==> config.mk <==
export PLATFORM = sky130hd
export DESIGN_NAME = simplex_projection_unit
export DESIGN_NICKNAME = d
export VERILOG_FILES = /design/src/rtl/core/spu_pkg.sv /design/src/rtl/core/spu_front.sv /design/src/rtl/core/spu_queue.sv /design/src/rtl/core/spu_div.sv /design/src/rtl/core/spu_back.sv /design/src/rtl/core/simplex_projection_unit.sv
export SDC_FILE = /design/constraint.sdc
export NUM_CORES = 2
export LEC_CHECK = 0
export BUFFER_PORTS_ARGS = -buffer_cell sky130_fd_sc_hd__buf_2
export CORE_ASPECT_RATIO = 0.7
export CORE_UTILIZATION = 62
export CTS_BUF_LIST = sky130_fd_sc_hd__clkbuf_4 sky130_fd_sc_hd__clkbuf_8
export DETAILED_ROUTE_END_ITERATION = 8
export HOLD_SLACK_MARGIN = 0.1
export PLACE_DENSITY = 0.82
export SETUP_SLACK_MARGIN = 0.02
export SLEW_MARGIN = 20
export SYNTH_ARGS = -nofsm -noshare
export SYNTH_HDL_FRONTEND = slang
export SYNTH_SLANG_ARGS = --single-unit
export TNS_END_PERCENT = 5
==> constraint.sdc <==
create_clock -name clk -period 8.8 [get_ports clk]
set_clock_uncertainty 0.1 [all_clocks]
set_input_delay 0.44 -clock clk [delete_from_list [all_inputs] [get_ports clk]]
set_output_delay 0.44 -clock clk [all_outputs]
set_load 0.005 [all_outputs]
==> src/rtl/core/spu_pkg.sv <==
package spu_pkg;

  localparam int MAX_LEN = 16;
  localparam int IDX_W   = $clog2(MAX_LEN);
  localparam int LEN_W   = $clog2(MAX_LEN + 1);
  localparam int VAL_W   = 32;
  localparam int OUT_W   = 31;
  // running sum: one element per entry plus the minus-one offset, with headroom
  localparam int SUM_W   = VAL_W + LEN_W + 1;

  localparam int QUEUE_DEPTH = 2;
  localparam int QUEUE_AW    = $clog2(QUEUE_DEPTH);
  localparam int QUEUE_CW    = $clog2(QUEUE_DEPTH + 1);

  localparam logic signed [SUM_W-1:0] SUM_START = -(SUM_W'(65536));
  localparam logic [OUT_W-1:0] OUT_MAX = {OUT_W{1'b1}};

  typedef struct packed {
    logic signed [VAL_W-1:0] value;
    logic                    vec_end;
  } spu_item_t;

endpackage

==> src/rtl/core/spu_front.sv <==
module spu_front (
  input  logic                              clk,
  input  logic                              rst_n,
  input  logic                              in_valid,
  output logic                              in_stall,
  input  logic signed [spu_pkg::VAL_W-1:0]  in_element_value,
  input  logic                              in_is_last,
  input  logic                              q_full,
  output logic                              q_push,
  output spu_pkg::spu_item_t                q_item
);

  logic [spu_pkg::IDX_W-1:0] cnt_r;
  logic [spu_pkg::IDX_W-1:0] cnt_nxt;
  logic                      vec_end;

  // a full vector ends even without the last flag
  assign vec_end  = in_is_last || (cnt_r == spu_pkg::IDX_W'(spu_pkg::MAX_LEN - 1));
  assign in_stall = q_full;
  assign q_push   = in_valid && !q_full;
  assign q_item   = '{value: in_element_value, vec_end: vec_end};

  always_comb begin
    cnt_nxt = cnt_r;
    if (q_push) begin
      cnt_nxt = vec_end ? '0 : cnt_r + 1'b1;
    end
  end

  always_ff @(posedge clk) begin
    if (!rst_n) begin
      cnt_r <= '0;
    end else begin
      cnt_r <= cnt_nxt;
    end
  end

endmodule

==> src/rtl/core/spu_queue.sv <==
module spu_queue (
  input  logic               clk,
  input  logic               rst_n,
  input  logic               push,
  input  spu_pkg::spu_item_t push_item,
  output logic               full,
  input  logic               pop,
  output logic               not_empty,
  output spu_pkg::spu_item_t pop_item
);

  spu_pkg::spu_item_t           buf_r [spu_pkg::QUEUE_DEPTH];
  logic [spu_pkg::QUEUE_AW-1:0] wr_ptr_r, wr_ptr_nxt;
  logic [spu_pkg::QUEUE_AW-1:0] rd_ptr_r, rd_ptr_nxt;
  logic [spu_pkg::QUEUE_CW-1:0] cnt_r, cnt_nxt;

  assign full      = (cnt_r == spu_pkg::QUEUE_CW'(spu_pkg::QUEUE_DEPTH));
  assign not_empty = (cnt_r != '0);
  assign pop_item  = buf_r[rd_ptr_r];

  always_comb begin
    wr_ptr_nxt = wr_ptr_r;
    rd_ptr_nxt = rd_ptr_r;
    cnt_nxt    = cnt_r;
    if (push) begin
      wr_ptr_nxt = (wr_ptr_r == spu_pkg::QUEUE_AW'(spu_pkg::QUEUE_DEPTH - 1)) ?
                   '0 : wr_ptr_r + 1'b1;
    end
    if (pop) begin
      rd_ptr_nxt = (rd_ptr_r == spu_pkg::QUEUE_AW'(spu_pkg::QUEUE_DEPTH - 1)) ?
                   '0 : rd_ptr_r + 1'b1;
    end
    if (push && !pop) begin
      cnt_nxt = cnt_r + 1'b1;
    end else if (pop && !push) begin
      cnt_nxt = cnt_r - 1'b1;
    end
  end

  always_ff @(posedge clk) begin
    if (push) begin
      buf_r[wr_ptr_r] <= push_item;
    end
  end

  always_ff @(posedge clk) begin
    if (!rst_n) begin
      wr_ptr_r <= '0;
      rd_ptr_r <= '0;
      cnt_r    <= '0;
    end else begin
      wr_ptr_r <= wr_ptr_nxt;
      rd_ptr_r <= rd_ptr_nxt;
      cnt_r    <= cnt_nxt;
    end
  end

endmodule

==> src/rtl/core/spu_div.sv <==
module spu_div (
  input  logic                              clk,
  input  logic                              rst_n,
  input  logic                              start,
  input  logic signed [spu_pkg::SUM_W-1:0]  num,
  input  logic [spu_pkg::LEN_W-1:0]         den,
  output logic                              done,
  output logic signed [spu_pkg::SUM_W-1:0]  quo
);

  localparam int CNT_W = $clog2(spu_pkg::SUM_W + 1);

  logic [spu_pkg::SUM_W-1:0] mag_r, mag_nxt;
  logic [spu_pkg::LEN_W-1:0] rem_r, rem_nxt;
  logic [spu_pkg::LEN_W-1:0] den_r;
  logic                      neg_r;
  logic [CNT_W-1:0]          cnt_r, cnt_nxt;
  logic                      busy_r, busy_nxt;
  logic                      done_r, done_nxt;
  logic [spu_pkg::LEN_W:0]   trial;
  logic                      fits;

  assign trial = {rem_r, mag_r[spu_pkg::SUM_W-1]};
  assign fits  = (trial >= {1'b0, den_r});
  assign done  = done_r;
  // truncate toward zero: divide magnitudes, then restore the sign
  assign quo   = neg_r ? -$signed(mag_r) : $signed(mag_r);

  always_comb begin
    mag_nxt  = mag_r;
    rem_nxt  = rem_r;
    cnt_nxt  = cnt_r;
    busy_nxt = busy_r;
    done_nxt = 1'b0;
    if (start) begin
      mag_nxt  = num[spu_pkg::SUM_W-1] ? spu_pkg::SUM_W'(-num) : spu_pkg::SUM_W'(num);
      rem_nxt  = '0;
      cnt_nxt  = CNT_W'(spu_pkg::SUM_W);
      busy_nxt = 1'b1;
    end else if (busy_r) begin
      rem_nxt = fits ? spu_pkg::LEN_W'(trial - {1'b0, den_r}) : trial[spu_pkg::LEN_W-1:0];
      mag_nxt = {mag_r[spu_pkg::SUM_W-2:0], fits};
      cnt_nxt = cnt_r - 1'b1;
      if (cnt_r == CNT_W'(1)) begin
        busy_nxt = 1'b0;
        done_nxt = 1'b1;
      end
    end
  end

  always_ff @(posedge clk) begin
    mag_r <= mag_nxt;
    rem_r <= rem_nxt;
    if (start) begin
      den_r <= den;
      neg_r <= num[spu_pkg::SUM_W-1];
    end
  end

  always_ff @(posedge clk) begin
    if (!rst_n) begin
      cnt_r  <= '0;
      busy_r <= 1'b0;
      done_r <= 1'b0;
    end else begin
      cnt_r  <= cnt_nxt;
      busy_r <= busy_nxt;
      done_r <= done_nxt;
    end
  end

endmodule

==> src/rtl/core/spu_back.sv <==
module spu_back (
  input  logic                              clk,
  input  logic                              rst_n,
  input  logic                              q_not_empty,
  input  spu_pkg::spu_item_t                q_item,
  output logic                              q_pop,
  output logic                              out_valid,
  input  logic                              out_stall,
  output logic [spu_pkg::OUT_W-1:0]         out_projected_value,
  output logic                              out_last_out
);

  typedef enum logic [5:0] {
    ST_LOAD = 6'b000001,
    ST_ADD  = 6'b000010,
    ST_DIV  = 6'b000100,
    ST_CHK  = 6'b001000,
    ST_RD   = 6'b010000,
    ST_OUT  = 6'b100000
  } spu_state_t;

  spu_state_t state_r, state_nxt;

  logic signed [spu_pkg::VAL_W-1:0] vec_mem_r [spu_pkg::MAX_LEN];
  logic signed [spu_pkg::VAL_W-1:0] srt_r   [spu_pkg::MAX_LEN];
  logic signed [spu_pkg::VAL_W-1:0] srt_nxt [spu_pkg::MAX_LEN];
  logic [spu_pkg::MAX_LEN-1:0]      ge;

  logic [spu_pkg::LEN_W-1:0]        cnt_r, cnt_nxt;
  logic [spu_pkg::LEN_W-1:0]        n_r, n_nxt;
  logic [spu_pkg::LEN_W-1:0]        k_r, k_nxt;
  logic [spu_pkg::IDX_W-1:0]        idx_r, idx_nxt;
  logic signed [spu_pkg::SUM_W-1:0] sum_r, sum_nxt;
  logic signed [spu_pkg::SUM_W-1:0] thr_r, thr_nxt;
  logic signed [spu_pkg::VAL_W-1:0] rd_r;

  logic                             div_start;
  logic                             div_done;
  logic signed [spu_pkg::SUM_W-1:0] div_quo;
  logic signed [spu_pkg::SUM_W-1:0] sum_add;
  logic signed [spu_pkg::SUM_W:0]   diff;
  logic                             is_final;

  spu_div u_div (
    .clk   (clk),
    .rst_n (rst_n),
    .start (div_start),
    .num   (sum_add),
    .den   (k_r + 1'b1),
    .done  (div_done),
    .quo   (div_quo)
  );

  assign q_pop     = (state_r == ST_LOAD) && q_not_empty;
  assign sum_add   = sum_r + spu_pkg::SUM_W'(srt_r[0]);
  assign div_start = (state_r == ST_ADD);
  assign is_final  = ({1'b0, idx_r} == spu_pkg::LEN_W'(n_r - 1'b1));

  assign diff = (spu_pkg::SUM_W + 1)'(rd_r) - (spu_pkg::SUM_W + 1)'(thr_r);
  assign out_valid    = (state_r == ST_OUT);
  assign out_last_out = is_final;
  always_comb begin
    if (diff[spu_pkg::SUM_W]) begin
      out_projected_value = '0;
    end else if (diff > (spu_pkg::SUM_W + 1)'(spu_pkg::OUT_MAX)) begin
      out_projected_value = spu_pkg::OUT_MAX;
    end else begin
      out_projected_value = diff[spu_pkg::OUT_W-1:0];
    end
  end

  // insertion into the descending sorted row: entries past the fill count rank lowest
  always_comb begin
    for (int i = 0; i < spu_pkg::MAX_LEN; i++) begin
      ge[i] = (spu_pkg::LEN_W'(i) < cnt_r) && (srt_r[i] >= q_item.value);
    end
    for (int i = 0; i < spu_pkg::MAX_LEN; i++) begin
      srt_nxt[i] = srt_r[i];
      if (state_r == ST_LOAD && q_not_empty) begin
        if (ge[i]) begin
          srt_nxt[i] = srt_r[i];
        end else if (i == 0) begin
          srt_nxt[i] = q_item.value;
        end else if (ge[i-1]) begin
          srt_nxt[i] = q_item.value;
        end else begin
          srt_nxt[i] = srt_r[i-1];
        end
      end else if (state_r == ST_ADD) begin
        // advance the row so the next smaller element sits at the head
        if (i < spu_pkg::MAX_LEN - 1) begin
          srt_nxt[i] = srt_r[i+1];
        end
      end
    end
  end

  always_comb begin
    state_nxt = state_r;
    cnt_nxt   = cnt_r;
    n_nxt     = n_r;
    k_nxt     = k_r;
    idx_nxt   = idx_r;
    sum_nxt   = sum_r;
    thr_nxt   = thr_r;
    case (state_r)
      ST_LOAD: begin
        if (q_not_empty) begin
          cnt_nxt = cnt_r + 1'b1;
          if (q_item.vec_end) begin
            n_nxt     = cnt_r + 1'b1;
            cnt_nxt   = '0;
            k_nxt     = '0;
            sum_nxt   = spu_pkg::SUM_START;
            state_nxt = ST_ADD;
          end
        end
      end
      ST_ADD: begin
        sum_nxt   = sum_add;
        state_nxt = ST_DIV;
      end
      ST_DIV: begin
        if (div_done) begin
          thr_nxt   = div_quo;
          k_nxt     = k_r + 1'b1;
          state_nxt = ST_CHK;
        end
      end
      ST_CHK: begin
        if (k_r == n_r || thr_r >= spu_pkg::SUM_W'(srt_r[0])) begin
          idx_nxt   = '0;
          state_nxt = ST_RD;
        end else begin
          state_nxt = ST_ADD;
        end
      end
      ST_RD: begin
        state_nxt = ST_OUT;
      end
      ST_OUT: begin
        if (!out_stall) begin
          if (is_final) begin
            state_nxt = ST_LOAD;
          end else begin
            idx_nxt   = idx_r + 1'b1;
            state_nxt = ST_RD;
          end
        end
      end
      default: begin
        state_nxt = ST_LOAD;
      end
    endcase
  end

  always_ff @(posedge clk) begin
    if (q_pop) begin
      vec_mem_r[cnt_r[spu_pkg::IDX_W-1:0]] <= q_item.value;
    end
    if (state_r == ST_RD) begin
      rd_r <= vec_mem_r[idx_r];
    end
  end

  always_ff @(posedge clk) begin
    for (int i = 0; i < spu_pkg::MAX_LEN; i++) begin
      srt_r[i] <= srt_nxt[i];
    end
    sum_r <= sum_nxt;
    thr_r <= thr_nxt;
    n_r   <= n_nxt;
    idx_r <= idx_nxt;
  end

  always_ff @(posedge clk) begin
    if (!rst_n) begin
      state_r <= ST_LOAD;
      cnt_r   <= '0;
      k_r     <= '0;
    end else begin
      state_r <= state_nxt;
      cnt_r   <= cnt_nxt;
      k_r     <= k_nxt;
    end
  end

endmodule

==> src/rtl/core/simplex_projection_unit.sv <==
// Projects a vector of signed Q16.16 elements onto the probability simplex. Send one element per
// transaction; a vector ends at in_is_last or at its 16th element. Elements load one a cycle,
// while the back end is in its load state, through a two-entry queue, and each is inserted into
// a sorted row as it arrives. At the end of a vector the threshold search runs: for each of the
// k largest elements tried it does an add, a bit-serial divide and a check. Results then follow
// in input order, with out_last_out on the final one. Input keeps being taken until the queue
// fills.
module simplex_projection_unit (
  input  logic                              clk,
  input  logic                              rst_n,
  input  logic                              in_valid,
  output logic                              in_stall,
  input  logic signed [spu_pkg::VAL_W-1:0]  in_element_value,
  input  logic                              in_is_last,
  output logic                              out_valid,
  input  logic                              out_stall,
  output logic [spu_pkg::OUT_W-1:0]         out_projected_value,
  output logic                              out_last_out
);

  logic               q_push;
  logic               q_full;
  logic               q_pop;
  logic               q_not_empty;
  spu_pkg::spu_item_t q_in_item;
  spu_pkg::spu_item_t q_out_item;

  spu_front u_front (
    .clk              (clk),
    .rst_n            (rst_n),
    .in_valid         (in_valid),
    .in_stall         (in_stall),
    .in_element_value (in_element_value),
    .in_is_last       (in_is_last),
    .q_full           (q_full),
    .q_push           (q_push),
    .q_item           (q_in_item)
  );

  spu_queue u_queue (
    .clk       (clk),
    .rst_n     (rst_n),
    .push      (q_push),
    .push_item (q_in_item),
    .full      (q_full),
    .pop       (q_pop),
    .not_empty (q_not_empty),
    .pop_item  (q_out_item)
  );

  spu_back u_back (
    .clk                 (clk),
    .rst_n               (rst_n),
    .q_not_empty         (q_not_empty),
    .q_item              (q_out_item),
    .q_pop               (q_pop),
    .out_valid           (out_valid),
    .out_stall           (out_stall),
    .out_projected_value (out_projected_value),
    .out_last_out        (out_last_out)
  );

`ifndef SYNTHESIS
  a_no_load_while_emit: assert property (@(posedge clk) disable iff (!rst_n)
    out_valid |-> !q_pop)
    else $error("back loads while results are pending");

  a_last_closes: assert property (@(posedge clk) disable iff (!rst_n)
    (out_valid && !out_stall && out_last_out) |=> !out_valid)
    else $error("result after end of vector");

  a_queue_push_safe: assert property (@(posedge clk) disable iff (!rst_n)
    q_full |-> !q_push)
    else $error("push into full queue");
`endif

endmodule
-- Yosys cells after proc, flatten, opt, wreduce, memory -nomap -nowiden
Memories as Yosys holds them, arrays and structs flattened. A register that Yosys moved wholly into a read port is not among the register bits.
Index checks and enable logic that the tools add are counted.
- bits in registers: 166
- bits in latches: 0
- bits in writable memories: 1090
- memory bits (read-only): 0
- output and inout port bits: 34
- word-level logic and storage cells: 236
- memories kept: 3
- $add $sub $neg: 15
- multiply operators: 0
- divide/modulo/power cells: 0
- order comparisons: 35
- equality and inequality tests: 17
- shift operators: 0
- multiplexer cells: 105
- bitwise operators: 2
- reduce and logical (&&, ||, !) cells: 40
- memory list (memory ; words ; width ; read ports ; clocked after Yosys merged registers in ; wr ports ; line ; text):
    u_back.srt_r ; 16 ; 32 ; 16 ; 0 ; 16 ; spu_back.sv:25 ; logic signed [spu_pkg::VAL_W-1:0] srt_r [spu_pkg::MAX_LEN];
    u_back.vec_mem_r ; 16 ; 32 ; 1 ; 1 ; 1 ; spu_back.sv:24 ; logic signed [spu_pkg::VAL_W-1:0] vec_mem_r [spu_pkg::MAX_LEN];
    u_queue.buf_r ; 2 ; 33 ; 1 ; 1 ; 1 ; spu_queue.sv:12 ; spu_pkg::spu_item_t buf_r [spu_pkg::QUEUE_DEPTH];
- operators with widths (operator ; number):
    2-to-1 mux 32 bit ; 62
    greater-or-equal comparator 32 bit ; 16
    2-to-1 mux 38 bit ; 6
    negator 38 bit ; 2
    case mux 38 bit (2 select lines) ; 1
    2-to-1 mux 31 bit ; 2
    < comparator 4 x 5 -> 1 bit (first input constant) ; 8
    > comparator 39 x 31 -> 1 bit (second input constant) ; 1
    subtractor 32 x 38 -> 39 bit ; 1
    adder 38 x 32 -> 38 bit ; 1
    greater-or-equal comparator 38 x 32 -> 1 bit ; 1
    2-to-1 mux 6 bit ; 6
    case mux 6 bit (6 select lines) ; 1
    2-to-1 mux 5 bit ; 7
    logical AND 1 bit ; 20
    < comparator 3 x 5 -> 1 bit (first input constant) ; 4
    2-to-1 mux 4 bit ; 4
    == test 6 x 1 -> 1 bit (second input constant) ; 2
    2-to-1 mux 1 bit ; 12
    AND reduction 4 bit ; 3
    nonzero test 2 bit ; 6
    adder 5 x 1 -> 5 bit (second input constant) ; 2
    < comparator 1 x 5 -> 1 bit (first input constant) ; 2
    < comparator 2 x 5 -> 1 bit (first input constant) ; 2
    other kinds (29) ; 42

-- Depth between registers and ports, before layout
- depth after elaboration: 7
- mapped depth: 18
- mapped depth without buffers: 15

-- Hierarchy
Synthesis repeated with hierarchy kept, for this count alone.
- cells, all modules: 6139
- area total of the unflattened synthesis: 74213.7 um2
- by module, submodules not included (module ; instances ; cells each ; area an instance (um2)):
    spu_back ; 1 ; 5486 ; 66968.0
    spu_div ; 1 ; 469 ; 4177.8
    spu_queue ; 1 ; 125 ; 2602.5
    spu_front ; 1 ; 59 ; 465.4

-- Worst setup path before layout
Ideal clock, no wire load.
- kind: flip-flop to flip-flop
- from: register with a tool-made name
- to: memory u_back.srt_r[5][0] (netlist name), enable pin
- data arrival time: 6.763 ns
- required time: 8.234 ns
- setup slack: 1.471 ns
- stages on the path, launching flop included: 15
- cells stage by stage: dfxtp_1 clkbuf_1 buf_1 mux2i_1 ha_1 a21o_1 a21o_1 a21oi_1 o21ai_0 a211o_1 o22a_1 a2111oi_0 o221ai_1 clkbuf_1 o21ai_0
- RTL lines (element ; line):
    to (decl) ; spu_back.sv:25

==> results by group <==
Outcome
  • Outcome: complete, no violations

Routing
  • Detail Route Antenna Nets: 0
  • DR DRC count: 0
  • DRT Pass-1 Iters: 8
  • Routed vias: 53430
  • Post-Route WL: 208900 um
  • DR iter-0 viols: 8109
  • Avg WL per Cell: 26.75 um
  • Post-DR vias/cell: 6.839

Clocking
  • Setup Fix Bufs, Post-CTS: 0
  • TritonCTS Buffers: 190
  • Max clock buf depth: 3
  • Clk sinks: 1289
  • Root Buffer: clkbuf_8
  • H-tree depth: 4
  • CTS Hold Bufs: 40
  • Post-CTS resize count: 0
  • Worst-Skew Late Latency: 0.96 ns
  • CTS tree: yes
  • Clock Pin Slew Worst Setup and Hold Paths: 0.07 ns

Power and ir drop
  • Pwr dens: 371.4 mW/mm^2
  • Pleak: 30.73 nW
  • Peak VDD IR: 222.2 uV

Worst setup path
  • CP Max Fanout: 33
  • Worst reg2reg endpoint: u_back.srt_r[2][59]
  • FF-to-FF path depth: 16
  • Internal reg-to-reg setup slack: 2.15 ns
  • Startpoint types: flip-flop
  • Worst EP required: 9.27 ns
  • Critical Path End Type: flip-flop
  • Crit Path Category: flip-flop to flip-flop
  • Worst setup path end: u_back.srt_r[2][59]
  • Critical Path AT: 7.12 ns

Global route
  • Total track usage: 34.94%
  • Largest net degree at the start of global routing: 240
  • First-pass GRT wire length: 313100 um
  • Vias in the first global route: 50940
  • Initial antenna violation count: 6
  • GR Overflow Total: 0

Timing
  • Unrepaired setup endpoints after global routing: false
  • Fmax: 0.1504 GHz
  • Final Setup Violations: 0
  • Final min period: 6.648 ns
  • Final Max Slew Viols: 0
  • Total negative slack: 0 ns
  • Fin crit share: 75.55%
  • Slew @ Worst Pin: 1.186 ns
  • Slew HR: 20.85%
  • Hold violation total from the final report: 0

Floorplanning
  • Die area: 0.1192 sq mm
  • Core Box Area: 0.1158 sq mm
  • Die Y: 289.1 um
  • Num ports: 71
  • Row count: 104
  • Initial Utilization: 63.05%
  • Die extent in x: 412.2 um

Yosys
  • Sequential area share after synthesis: 52.49%
  • Post-synthesis cell type count: 88
  • Register bit total from synthesis: 1289
  • Synthesized area per cell: 12.11 sq um
  • Synth async-reset ratio: 0%
  • Syn Inst Count: 6027
  • Number of synthesized flops with an enable pin: 1251
  • Synth warnings: 0
  • Post-synth top flop: edfxtp_1
  • Synthesized area: 0.07301 sq mm
  • Synthesized Nets: 6710

Place
  • Post-DP HPWL: 145300 um
  • Placed instance area: 0.07553 sq mm
  • Port bufs: 70
  • RePlAce Congestion: 0.9625

Flow run
  • MaxCap Viol Count: 0

Layout
  • Synth-to-layout area growth: 9.482%
  • Fraction of final layout cells sized beyond drive strength 1: 12.75%
  • Final Instance Area: 0.07994 sq mm
  • Nets: 6798

Worst hold path
  • Hold Startpoint: in_element_value[10]
  • Worst Hold Class: input port to flip-flop
[worst max-delay path, cell delays in order (launching register included)]
cell       delay (ns)
dfxtp_4          0.95
mux2_2           0.88
inv_1            0.55
ha_1             0.45
a21o_1           0.18
a21oi_1          0.13
nor2b_1          0.05
o21ai_0          0.15
nand2b_1         0.09
a2111oi_0        0.93
o21ai_0          0.28
xnor2_1          0.25
o21ai_4          0.16
buf_4            0.47
nand2_1          0.12
nand2_1          0.10
buf_4            0.38
[area by class of cell]
cell class | count | area (sq um)
Multi-Input combinational cell | 4252 | 33460
Antenna cell | 2 | 5.005
Clock inverter | 87 | 769.5
Inverter | 165 | 626.9
Timing Repair Buffer | 217 | 1619
Sequential cell | 1289 | 38330
Fill cell | 7935 | 35870
Tap cell | 1537 | 1923
Clock buffer | 263 | 3201
[synthesized netlist by cell type, types with 129 or more instances]
library cell,n,area (sq um)
mux4_2,160,3603
clkbuf_1,289,1085
nand3_1,185,925.9
o311ai_0,129,1130
edfxtp_1,1251,37570
nor2_1,211,792.0
nand2_1,677,2541
mux2i_1,341,3413
o21ai_0,524,2623
nand4_1,131,819.5
ha_1,643,8045
a21o_1,207,1554
a21oi_1,279,1396
inv_1,163,611.8
[layer usage]
metal / part of all wire, % / GRT usage, % / vias up
met3: 14 / 9.346 / 480
met5: 0 / 0 / -
met4: 3.8 / 12.93 / 0
met1: 41 / 52.86 / 25720
met2: 41 / 48.12 / 3743
li1: - / - / 23490
[cells in the final DEF (no fill, tap or decap), types with 115 or more instances in the layout]
cell type	n
nand3_1	185
ha_1	643
xnor2_1	115
o21ai_0	517
nor2_1	198
a21o_1	207
mux2i_1	321
nand4_1	131
o311ai_0	127
clkbuf_8	196
inv_1	147
a21oi_1	278
mux4_2	160
edfxtp_1	1251
nand2_1	677
[where the power goes]
part	internal (mW)	switching, mW
clock	2.56	2.57
combinational	4.65	8.32
sequential	9.70	1.88
[per-stage QoR]
stage	worst slack, ns	hold WS, ns	total power [mW]	utilization, %	cells
2_1_floorplan	1.471	0.3264	19.63	-	6027
3_3_place_gp	2.398	0.3471	23.22	65.21	7418
3_5_place_dp	2.309	0.3514	23.96	65.22	7418
4_1_cts	2.290	0.1013	29.16	68.99	7808
5_1_grt	2.017	0.1229	31.34	69.02	7812
6_report	2.152	0.1471	29.69	69.02	7812
[worst min path at each step]
stage / cells after the start / slack [ns] / end
final: 2 / 0.15 / u_queue.buf_r[0][11]
after global placement: 0 / 0.35 / u_back.thr_r[0]
after global routing: 2 / 0.12 / u_queue.buf_r[0][11]
after floorplan: 0 / 0.33 / u_back.thr_r[0]
after detailed placement: 0 / 0.35 / u_back.thr_r[0]
after CTS: 2 / 0.10 / u_queue.buf_r[1][11]
[kinds of logic after synthesis]
family          after synthesis  synth area share, %
compound gates             1406                12.13
xor+xnor                    166                1.991
fa+ha+maj                   646                11.10
buf+inv                     486                2.522
flops                      1289                52.49
mux                         547                10.32
simple gates               1487                9.447
[state kept, by name, summed over array words and instances, names as in the netlist, 6 cells and up, named ones only]
signal	flops
u_queue.buf_r	66
u_back.vec_mem_r	512
u_back.srt_r	512
u_back.state_r	6
u_back.rd_r	32
u_back.u_div.mag_r	38
u_back.u_div.cnt_r	6
u_back.thr_r	38
u_back.sum_r	38
Power figures use the tool's default switching activity.
